===== config.mk =====
export PLATFORM = sky130hd
export DESIGN_NAME = byte_block_stats_to_pixel
export DESIGN_NICKNAME = d
export VERILOG_FILES = /design/src/design/bbs_pkg.sv /design/src/design/byte_block_stats_to_pixel.sv /design/src/design/bbs_ctrl.sv /design/src/design/bbs_datapath.sv
export SDC_FILE = /design/constraint.sdc
export NUM_CORES = 1
export LEC_CHECK = 0
export BUFFER_PORTS_ARGS = -buffer_cell sky130_fd_sc_hd__buf_2
export CAP_MARGIN = 20
export CORE_UTILIZATION = 55
export DETAILED_ROUTE_END_ITERATION = 7
export PLACE_DENSITY = 0.78
export SETUP_SLACK_MARGIN = 0.05
export SYNTH_ARGS = -nofsm -noshare
export SYNTH_HDL_FRONTEND = slang
export SYNTH_SLANG_ARGS = --single-unit

===== constraint.sdc =====
create_clock -name clk -period 7.7 [get_ports clk]
set_clock_uncertainty 0.15 [all_clocks]
set_input_delay 0 -clock clk [delete_from_list [all_inputs] [get_ports clk]]
set_output_delay 0 -clock clk [all_outputs]
set_load 0.02 [all_outputs]

===== src/design/bbs_pkg.sv =====
`default_nettype none

package bbs_pkg;

    localparam int BLK_W      = 17;
    localparam int DIM_W      = 13;
    localparam int POS_W      = 12;
    localparam int SUM_W      = 24;
    localparam int QUO_W      = 9;
    localparam int DIV_CNT_W  = 4;
    localparam int DIV_STEPS  = 9;
    localparam int CFG_IDX_W  = 2;
    localparam int CFG_DATA_W = 17;

    localparam logic [BLK_W-1:0] MAX_BLOCK   = BLK_W'(65536);
    localparam logic [DIM_W-1:0] MAX_DIM     = DIM_W'(4096);
    localparam logic [BLK_W-1:0] RESET_BLOCK = BLK_W'(4096);
    localparam logic [DIM_W-1:0] RESET_LINE  = DIM_W'(640);
    localparam logic [DIM_W-1:0] RESET_FRAME = DIM_W'(480);

    typedef enum logic [CFG_IDX_W-1:0] {
        REG_BLOCK_BYTES,
        REG_LINE_PIXELS,
        REG_FRAME_LINES,
        REG_WATERFALL
    } cfg_reg_t;

    typedef enum logic [1:0] {
        ST_ACCUM,
        ST_DIV,
        ST_WAIT
    } ctrl_state_t;

    typedef struct packed {
        logic accept;
        logic div_step;
        logic out_load;
    } ctrl_cmd_t;

    typedef struct packed {
        logic blk_done;
        logic div_last;
        logic out_free;
    } dp_status_t;

endpackage

`default_nettype wire


===== src/design/byte_block_stats_to_pixel.sv =====
// Byte block statistics to pixel.
// Bytes arrive on the input channel (in_valid, in_stall, data_byte); a transfer
// takes place at a clock edge with in_valid high and in_stall low. Every
// block_bytes bytes (0 taken as 1, above 65536 as 65536) give one pixel on the
// output channel (out_valid, out_stall, red, green, blue, pixel_x, pixel_y,
// scroll_line), transferred at an edge with out_valid high and out_stall low.
// Bytes inside a block are taken one per cycle. The transfer that completes a
// block starts two 9-step restoring dividers that share the block size as
// divisor; the pixel is loaded into the output register when the division
// ends and the register is free, and the input stalls meanwhile.
// A pixel waiting in the output register does not hold up the next block;
// a stalled receiver stops the block only when the next pixel is ready and
// the register is still occupied. Configuration transfers on the cfg channel
// are always taken and should be made while the block is idle; a write of
// block_bytes drops the partial block.
// Reset clears all counters and positions and restores the register defaults
// (block 4096 bytes, 640 pixels per line, 480 lines, raster mode).

`default_nettype none

module byte_block_stats_to_pixel (
    input  wire logic                              clk,
    input  wire logic                              rst_n,
    input  wire logic                              in_valid,
    output logic                                   in_stall,
    input  wire logic [7:0]                        data_byte,
    output logic                                   out_valid,
    input  wire logic                              out_stall,
    output logic [7:0]                             red,
    output logic [7:0]                             green,
    output logic [7:0]                             blue,
    output logic [bbs_pkg::POS_W-1:0]              pixel_x,
    output logic [bbs_pkg::POS_W-1:0]              pixel_y,
    output logic                                   scroll_line,
    input  wire logic                              cfg_valid,
    output logic                                   cfg_ready,
    input  wire logic [bbs_pkg::CFG_IDX_W-1:0]     cfg_index,
    input  wire logic [bbs_pkg::CFG_DATA_W-1:0]    cfg_data
);
    import bbs_pkg::*;

    ctrl_cmd_t  cmd;
    dp_status_t status;

    assign cfg_ready = 1'b1;

    bbs_ctrl u_ctrl (
        .clk      (clk),
        .rst_n    (rst_n),
        .in_valid (in_valid),
        .status   (status),
        .cmd      (cmd),
        .in_stall (in_stall)
    );

    bbs_datapath u_datapath (
        .clk         (clk),
        .rst_n       (rst_n),
        .cmd         (cmd),
        .status      (status),
        .data_byte   (data_byte),
        .cfg_write   (cfg_valid && cfg_ready),
        .cfg_index   (cfg_index),
        .cfg_data    (cfg_data),
        .out_stall   (out_stall),
        .out_valid   (out_valid),
        .red         (red),
        .green       (green),
        .blue        (blue),
        .pixel_x     (pixel_x),
        .pixel_y     (pixel_y),
        .scroll_line (scroll_line)
    );

endmodule

`default_nettype wire


===== src/design/bbs_ctrl.sv =====
`default_nettype none

module bbs_ctrl (
    input  wire logic               clk,
    input  wire logic               rst_n,
    input  wire logic               in_valid,
    input  bbs_pkg::dp_status_t     status,
    output bbs_pkg::ctrl_cmd_t      cmd,
    output logic                    in_stall
);
    import bbs_pkg::*;

    ctrl_state_t state_reg;
    ctrl_state_t state_next;

    always_ff @(posedge clk or negedge rst_n)
    begin
        if (!rst_n)
        begin
            state_reg <= ST_ACCUM;
        end
        else
        begin
            state_reg <= state_next;
        end
    end

    always_comb
    begin
        state_next = state_reg;
        case (state_reg)
            ST_ACCUM:
            begin
                if (in_valid && status.blk_done)
                begin
                    state_next = ST_DIV;
                end
            end
            ST_DIV:
            begin
                if (status.div_last)
                begin
                    state_next = ST_WAIT;
                end
            end
            ST_WAIT:
            begin
                if (status.out_free)
                begin
                    state_next = ST_ACCUM;
                end
            end
            default:
            begin
                state_next = ST_ACCUM;
            end
        endcase
    end

    always_comb
    begin
        cmd      = '0;
        in_stall = 1'b1;
        case (state_reg)
            ST_ACCUM:
            begin
                in_stall   = 1'b0;
                cmd.accept = in_valid;
            end
            ST_DIV:
            begin
                cmd.div_step = 1'b1;
            end
            ST_WAIT:
            begin
                cmd.out_load = status.out_free;
            end
            default:
            begin
                in_stall = 1'b1;
            end
        endcase
    end

endmodule

`default_nettype wire


===== src/design/bbs_datapath.sv =====
`default_nettype none

module bbs_datapath (
    input  wire logic                              clk,
    input  wire logic                              rst_n,
    input  bbs_pkg::ctrl_cmd_t                     cmd,
    output bbs_pkg::dp_status_t                    status,
    input  wire logic [7:0]                        data_byte,
    input  wire logic                              cfg_write,
    input  wire logic [bbs_pkg::CFG_IDX_W-1:0]     cfg_index,
    input  wire logic [bbs_pkg::CFG_DATA_W-1:0]    cfg_data,
    input  wire logic                              out_stall,
    output logic                                   out_valid,
    output logic [7:0]                             red,
    output logic [7:0]                             green,
    output logic [7:0]                             blue,
    output logic [bbs_pkg::POS_W-1:0]              pixel_x,
    output logic [bbs_pkg::POS_W-1:0]              pixel_y,
    output logic                                   scroll_line
);
    import bbs_pkg::*;

    logic [BLK_W-1:0] block_bytes_reg;
    logic [DIM_W-1:0] line_pixels_reg;
    logic [DIM_W-1:0] frame_lines_reg;
    logic             waterfall_reg;

    logic [BLK_W-1:0] count_reg;
    logic [SUM_W-1:0] sum_reg;
    logic [7:0]       xor_reg;
    logic [BLK_W-1:0] nz_reg;
    logic [POS_W-1:0] column_reg;
    logic [POS_W-1:0] row_reg;

    logic [BLK_W-1:0] rem_red_reg;
    logic [QUO_W-1:0] quo_red_reg;
    logic [BLK_W-1:0] rem_blue_reg;
    logic [QUO_W-1:0] quo_blue_reg;
    logic [DIV_CNT_W-1:0] div_cnt_reg;

    logic [7:0]       green_pend_reg;
    logic [POS_W-1:0] px_pend_reg;
    logic [POS_W-1:0] py_pend_reg;
    logic             scroll_pend_reg;

    logic             out_valid_reg;
    logic [7:0]       red_reg;
    logic [7:0]       green_reg;
    logic [7:0]       blue_reg;
    logic [POS_W-1:0] px_reg;
    logic [POS_W-1:0] py_reg;
    logic             scroll_reg;

    logic [BLK_W-1:0] blk;
    logic [DIM_W-1:0] lin;
    logic [DIM_W-1:0] frm;
    logic [BLK_W:0]   count_inc;
    logic [SUM_W-1:0] sum_next;
    logic [7:0]       xor_next;
    logic [BLK_W-1:0] nz_next;
    logic             blk_done;

    logic [POS_W-1:0] col_eff;
    logic [POS_W-1:0] row_eff;
    logic [DIM_W-1:0] col_plus;
    logic [DIM_W-1:0] row_plus;
    logic             line_end;
    logic             frame_end;
    logic [POS_W-1:0] column_next;
    logic [POS_W-1:0] row_next;
    logic [POS_W-1:0] py_next;
    logic             scroll_next;

    logic [BLK_W:0]   t_red;
    logic [BLK_W:0]   t_blue;
    logic             ge_red;
    logic             ge_blue;
    logic [BLK_W:0]   d_red;
    logic [BLK_W:0]   d_blue;

    always_comb
    begin
        if (block_bytes_reg == '0)
        begin
            blk = BLK_W'(1);
        end
        else if (block_bytes_reg > MAX_BLOCK)
        begin
            blk = MAX_BLOCK;
        end
        else
        begin
            blk = block_bytes_reg;
        end

        if (line_pixels_reg == '0)
        begin
            lin = DIM_W'(1);
        end
        else if (line_pixels_reg > MAX_DIM)
        begin
            lin = MAX_DIM;
        end
        else
        begin
            lin = line_pixels_reg;
        end

        if (frame_lines_reg == '0)
        begin
            frm = DIM_W'(1);
        end
        else if (frame_lines_reg > MAX_DIM)
        begin
            frm = MAX_DIM;
        end
        else
        begin
            frm = frame_lines_reg;
        end
    end

    assign count_inc = {1'b0, count_reg} + (BLK_W+1)'(1);
    assign sum_next  = sum_reg + SUM_W'(data_byte);
    assign xor_next  = xor_reg ^ data_byte;
    assign nz_next   = nz_reg + BLK_W'(data_byte != 8'd0);
    assign blk_done  = count_inc >= {1'b0, blk};

    always_comb
    begin
        col_eff     = ({1'b0, column_reg} >= lin) ? '0 : column_reg;
        row_eff     = ({1'b0, row_reg} >= frm) ? '0 : row_reg;
        col_plus    = {1'b0, col_eff} + DIM_W'(1);
        row_plus    = {1'b0, row_eff} + DIM_W'(1);
        line_end    = col_plus >= lin;
        frame_end   = row_plus >= frm;
        column_next = line_end ? '0 : col_plus[POS_W-1:0];
        if (waterfall_reg)
        begin
            py_next     = '0;
            scroll_next = line_end;
            row_next    = row_reg;
        end
        else
        begin
            py_next     = row_eff;
            scroll_next = 1'b0;
            if (line_end)
            begin
                row_next = frame_end ? '0 : row_plus[POS_W-1:0];
            end
            else
            begin
                row_next = row_eff;
            end
        end
    end

    assign t_red   = {rem_red_reg, quo_red_reg[QUO_W-1]};
    assign t_blue  = {rem_blue_reg, quo_blue_reg[QUO_W-1]};
    assign ge_red  = t_red >= {1'b0, blk};
    assign ge_blue = t_blue >= {1'b0, blk};
    assign d_red   = t_red - {1'b0, blk};
    assign d_blue  = t_blue - {1'b0, blk};

    always_ff @(posedge clk or negedge rst_n)
    begin
        if (!rst_n)
        begin
            block_bytes_reg <= RESET_BLOCK;
            line_pixels_reg <= RESET_LINE;
            frame_lines_reg <= RESET_FRAME;
            waterfall_reg   <= 1'b0;
            count_reg       <= '0;
            sum_reg         <= '0;
            xor_reg         <= '0;
            nz_reg          <= '0;
            column_reg      <= '0;
            row_reg         <= '0;
            div_cnt_reg     <= '0;
            out_valid_reg   <= 1'b0;
        end
        else
        begin
            if (cfg_write)
            begin
                case (cfg_reg_t'(cfg_index))
                    REG_BLOCK_BYTES:
                    begin
                        block_bytes_reg <= cfg_data[BLK_W-1:0];
                        count_reg       <= '0;
                        sum_reg         <= '0;
                        xor_reg         <= '0;
                        nz_reg          <= '0;
                    end
                    REG_LINE_PIXELS:
                    begin
                        line_pixels_reg <= cfg_data[DIM_W-1:0];
                    end
                    REG_FRAME_LINES:
                    begin
                        frame_lines_reg <= cfg_data[DIM_W-1:0];
                    end
                    REG_WATERFALL:
                    begin
                        waterfall_reg <= cfg_data[0];
                    end
                    default:
                    begin
                        waterfall_reg <= waterfall_reg;
                    end
                endcase
            end
            else if (cmd.accept)
            begin
                if (blk_done)
                begin
                    count_reg   <= '0;
                    sum_reg     <= '0;
                    xor_reg     <= '0;
                    nz_reg      <= '0;
                    column_reg  <= column_next;
                    row_reg     <= row_next;
                    div_cnt_reg <= '0;
                end
                else
                begin
                    count_reg <= count_inc[BLK_W-1:0];
                    sum_reg   <= sum_next;
                    xor_reg   <= xor_next;
                    nz_reg    <= nz_next;
                end
            end

            if (cmd.div_step)
            begin
                div_cnt_reg <= div_cnt_reg + DIV_CNT_W'(1);
            end

            if (cmd.out_load)
            begin
                out_valid_reg <= 1'b1;
            end
            else if (!out_stall)
            begin
                out_valid_reg <= 1'b0;
            end
        end
    end

    always_ff @(posedge clk)
    begin
        if (cmd.accept && blk_done && !cfg_write)
        begin
            rem_red_reg     <= BLK_W'(sum_next[SUM_W-1:QUO_W]);
            quo_red_reg     <= sum_next[QUO_W-1:0];
            rem_blue_reg    <= BLK_W'(nz_next[BLK_W-1:1]);
            quo_blue_reg    <= {nz_next[0], 8'd0};
            green_pend_reg  <= xor_next;
            px_pend_reg     <= col_eff;
            py_pend_reg     <= py_next;
            scroll_pend_reg <= scroll_next;
        end
        else if (cmd.div_step)
        begin
            rem_red_reg  <= ge_red ? d_red[BLK_W-1:0] : t_red[BLK_W-1:0];
            quo_red_reg  <= {quo_red_reg[QUO_W-2:0], ge_red};
            rem_blue_reg <= ge_blue ? d_blue[BLK_W-1:0] : t_blue[BLK_W-1:0];
            quo_blue_reg <= {quo_blue_reg[QUO_W-2:0], ge_blue};
        end

        if (cmd.out_load)
        begin
            red_reg    <= quo_red_reg[QUO_W-1] ? 8'hFF : quo_red_reg[7:0];
            blue_reg   <= quo_blue_reg[QUO_W-1] ? 8'hFF : quo_blue_reg[7:0];
            green_reg  <= green_pend_reg;
            px_reg     <= px_pend_reg;
            py_reg     <= py_pend_reg;
            scroll_reg <= scroll_pend_reg;
        end
    end

    assign status.blk_done = blk_done;
    assign status.div_last = div_cnt_reg == DIV_CNT_W'(DIV_STEPS - 1);
    assign status.out_free = !out_valid_reg || !out_stall;

    assign out_valid   = out_valid_reg;
    assign red         = red_reg;
    assign green       = green_reg;
    assign blue        = blue_reg;
    assign pixel_x     = px_reg;
    assign pixel_y     = py_reg;
    assign scroll_line = scroll_reg;

endmodule

`default_nettype wire


==> metrics.cfg <==
[die]
dieArea_sq_um=29300
core_area_sq_um=28000
die_y_um=171
rows=61
io_pins=84
start_util_pct=56.3
dieWidth_um=171

[critical_path]
arrival_ps=6290
cp-end-kind=register
cp.required_ps=8020
cpPeakStageDelay_ps=480
path_class=reg2reg
cpMostUsedCell=nor2_1
rrSetupSlack_ps=1730
crit_path_start_kind=register
cp_slowest_cell=nor3_1
path_max_fanout=29

[detailed_routing]
wire_per_inst_um=17.9
routed_via_density=5.93
final_antenna_net_count=0
initialDrtViolationCount=1025
drtPass1Iterations=5
route.detailed.drc=0
wl_um=36600
vias=12100

[synthesis]
synth_area_leader_cell=edfxtp_1
synth_seq_area_share_pct=47.3
ys_types=72
syn_inst=1536
synth_most_common_cell=nand2_1
ys_top_cells_by_count=nand2_1 (174), dfrtp_1 (134), o21ai_0 (128)
synthFlopType=dfrtp_1
syn-num-nets=1687
yosys-top-cells-area=edfxtp_1 (23%), dfrtp_1 (21%), ha_1 (9.2%), nand2_1 (4.1%), o21ai_0 (4.1%)
synth_top_area_share_pct=23.4
ys.warnings.count=0
synth_seq_cells=275
synth_edf_count=123
synth-async-reset-ratio_pct=51.3
post_synth_instance_area_sq_um=15800
syn_area_per_cell_sq_um=10.3

[timing]
rsz0062_at_grt=no
slew_headroom_pct=31.2
setup_viol_count_final=0
setup_ws_ps=1730
drv_slew=0
fin_setup_tns_ps=0
min_period_ps=5970
hold_viol=0
fmax_mhz=168
worstMarginPinSlew_ps=1030
fin_crit_sh_pct=77.5

[clock_network]
clock_path_buffers=3
cts_buffers=29
cts_sinks=275
h-tree-depth=1
clk-insertion-delay-late_ps=540
cts.clk_slew.worst_paths_ps=60
cts_setup_buffers=0
cts-root-buf=clkbuf_16
cts_tree=built

[pwr]
p_sw_uw=2110
seq_power_share_pct=36.3
ir_worst_vdd_mv=0.211
power_uw=5770
p_leak_uw=0.00756
switching_share_pct=36.5
powerDensity_nw_per_um2=322
p_int_uw=3660
p_comb_share_pct=40.0
clkPwrFrac_pct=23.7

[final_layout]
n_antenna_cell=0
nFillCells=2198
utilization_pct=63.9
area_growth_syn_to_layout_pct=13.5
multiInputGateArea_sq_um=7970
fin_nets=1790
ff_latch_area_sq_um=7450
fin_area_sq_um=17900
layout-drive-gt1-share_pct=13.8
largest_register_ffs=24

[status]
status=complete, no violations

[global_route]
grt_overflow_total=0
grt_pass1_wl_um=59400
antenna_found_initial=0
grt_max_degree=84
grt_pass1_vias=11600
gr-usage-all-layers_pct=25.5

[placement]
place_congestion=0.916
place_area_sq_um=16500
hpwl_um=25000
numPortBuffers=82
pre_cts_slack_ps=1830

[worst_hold_path]
hold_path_class=in2reg

[flow_run]
maxCapViolations=0

[what timing repair did]
action,in CTS,in global routing
resized for setup,0,0
hold buffers,40,0
hold endpoints to repair,151,0
[path summary, 6_finish.rpt]
kind | to | from | cells past startpoint
worst max-delay path | u_datapath.row_reg[6] | u_datapath.line_pixels_reg[6] | 27
worst min-delay path | u_datapath.sum_reg[11] | cfg_valid | 4
worst max register to register | u_datapath.row_reg[6] | u_datapath.line_pixels_reg[6] | 27
worst min register to register | u_datapath.green[4] | u_datapath.green_pend_reg[4] | 0
max in group asynchronous | u_datapath.line_pixels_reg[10] | rst_n | 4
min in group asynchronous | u_datapath.frame_lines_reg[8] | rst_n | 3
[critical path, delay by kind of cell, from the launching register on]
kind | cells | cell delay, ps
AO/OA/AOI/OAI | 10 | 1430
XOR/XNOR | 1 | 170
adder cells (fa/ha/maj) | 3 | 860
buffers and inverters | 2 | 470
flip-flops | 1 | 400
AND/OR/NAND/NOR | 11 | 2420
[per-stage QoR]
| step | instances | hold WS, ps |
|---|---|---|
| finish | 2039 | 31.6 |
| global route | 2039 | 43.0 |
| CTS | 2039 | 11.0 |
| detailed placement | 1946 | -73.5 |
| global placement | 1946 | -84.7 |
| floorplan | 1536 | -446 |
[power by group through the flow]
stage          combinational (uW)  clock (uW)  sequential, uW
5_1_grt                      2570        1450            2120
3_3_place_gp                 2170           0            2100
6_report                     2310        1370            2090
2_1_floorplan                1740           0            2060
3_5_place_dp                 2240           0            2110
4_1_cts                      2280        1400            2080
[per-layer routing]
metal  GRT usage, %  routed length [um]  up-vias
met2           41.7               17100      394
met4           7.30                 872        0
met1           35.6               16300     5807
met3           3.41                2290       63
li1               -                   -     5827
met5              0                   0        -
[cell usage in the layout (no fill, tap or decap), drive strengths merged, types with 47 or more instances in the layout]
cell type,count
a21oi,70
buf,97
dfrtp,134
edfxtp,123
ha,116
nand2,174
nor2,105
o21ai,130
xnor2,57
xor2,47
[cells by family after synthesis]
group	share of synthesized area, %
fa+ha+maj	9.59
mux	3.96
compound gates	15.2
other cells	0.0238
buf+inv	2.51
xor+xnor	5.78
flops	47.3
simple gates	15.7
[layout make-up]
type	instances	area share (%)
Clock buffer	32	4.17
Inverter	34	0.713
Multi-Input combinational cell	1163	44.5
Tap cell	378	2.64
Timing Repair Buffer	136	5.25
Clock inverter	21	1.04
Sequential cell	275	41.6
No activity file was read; power rests on OpenSTA's default activity.
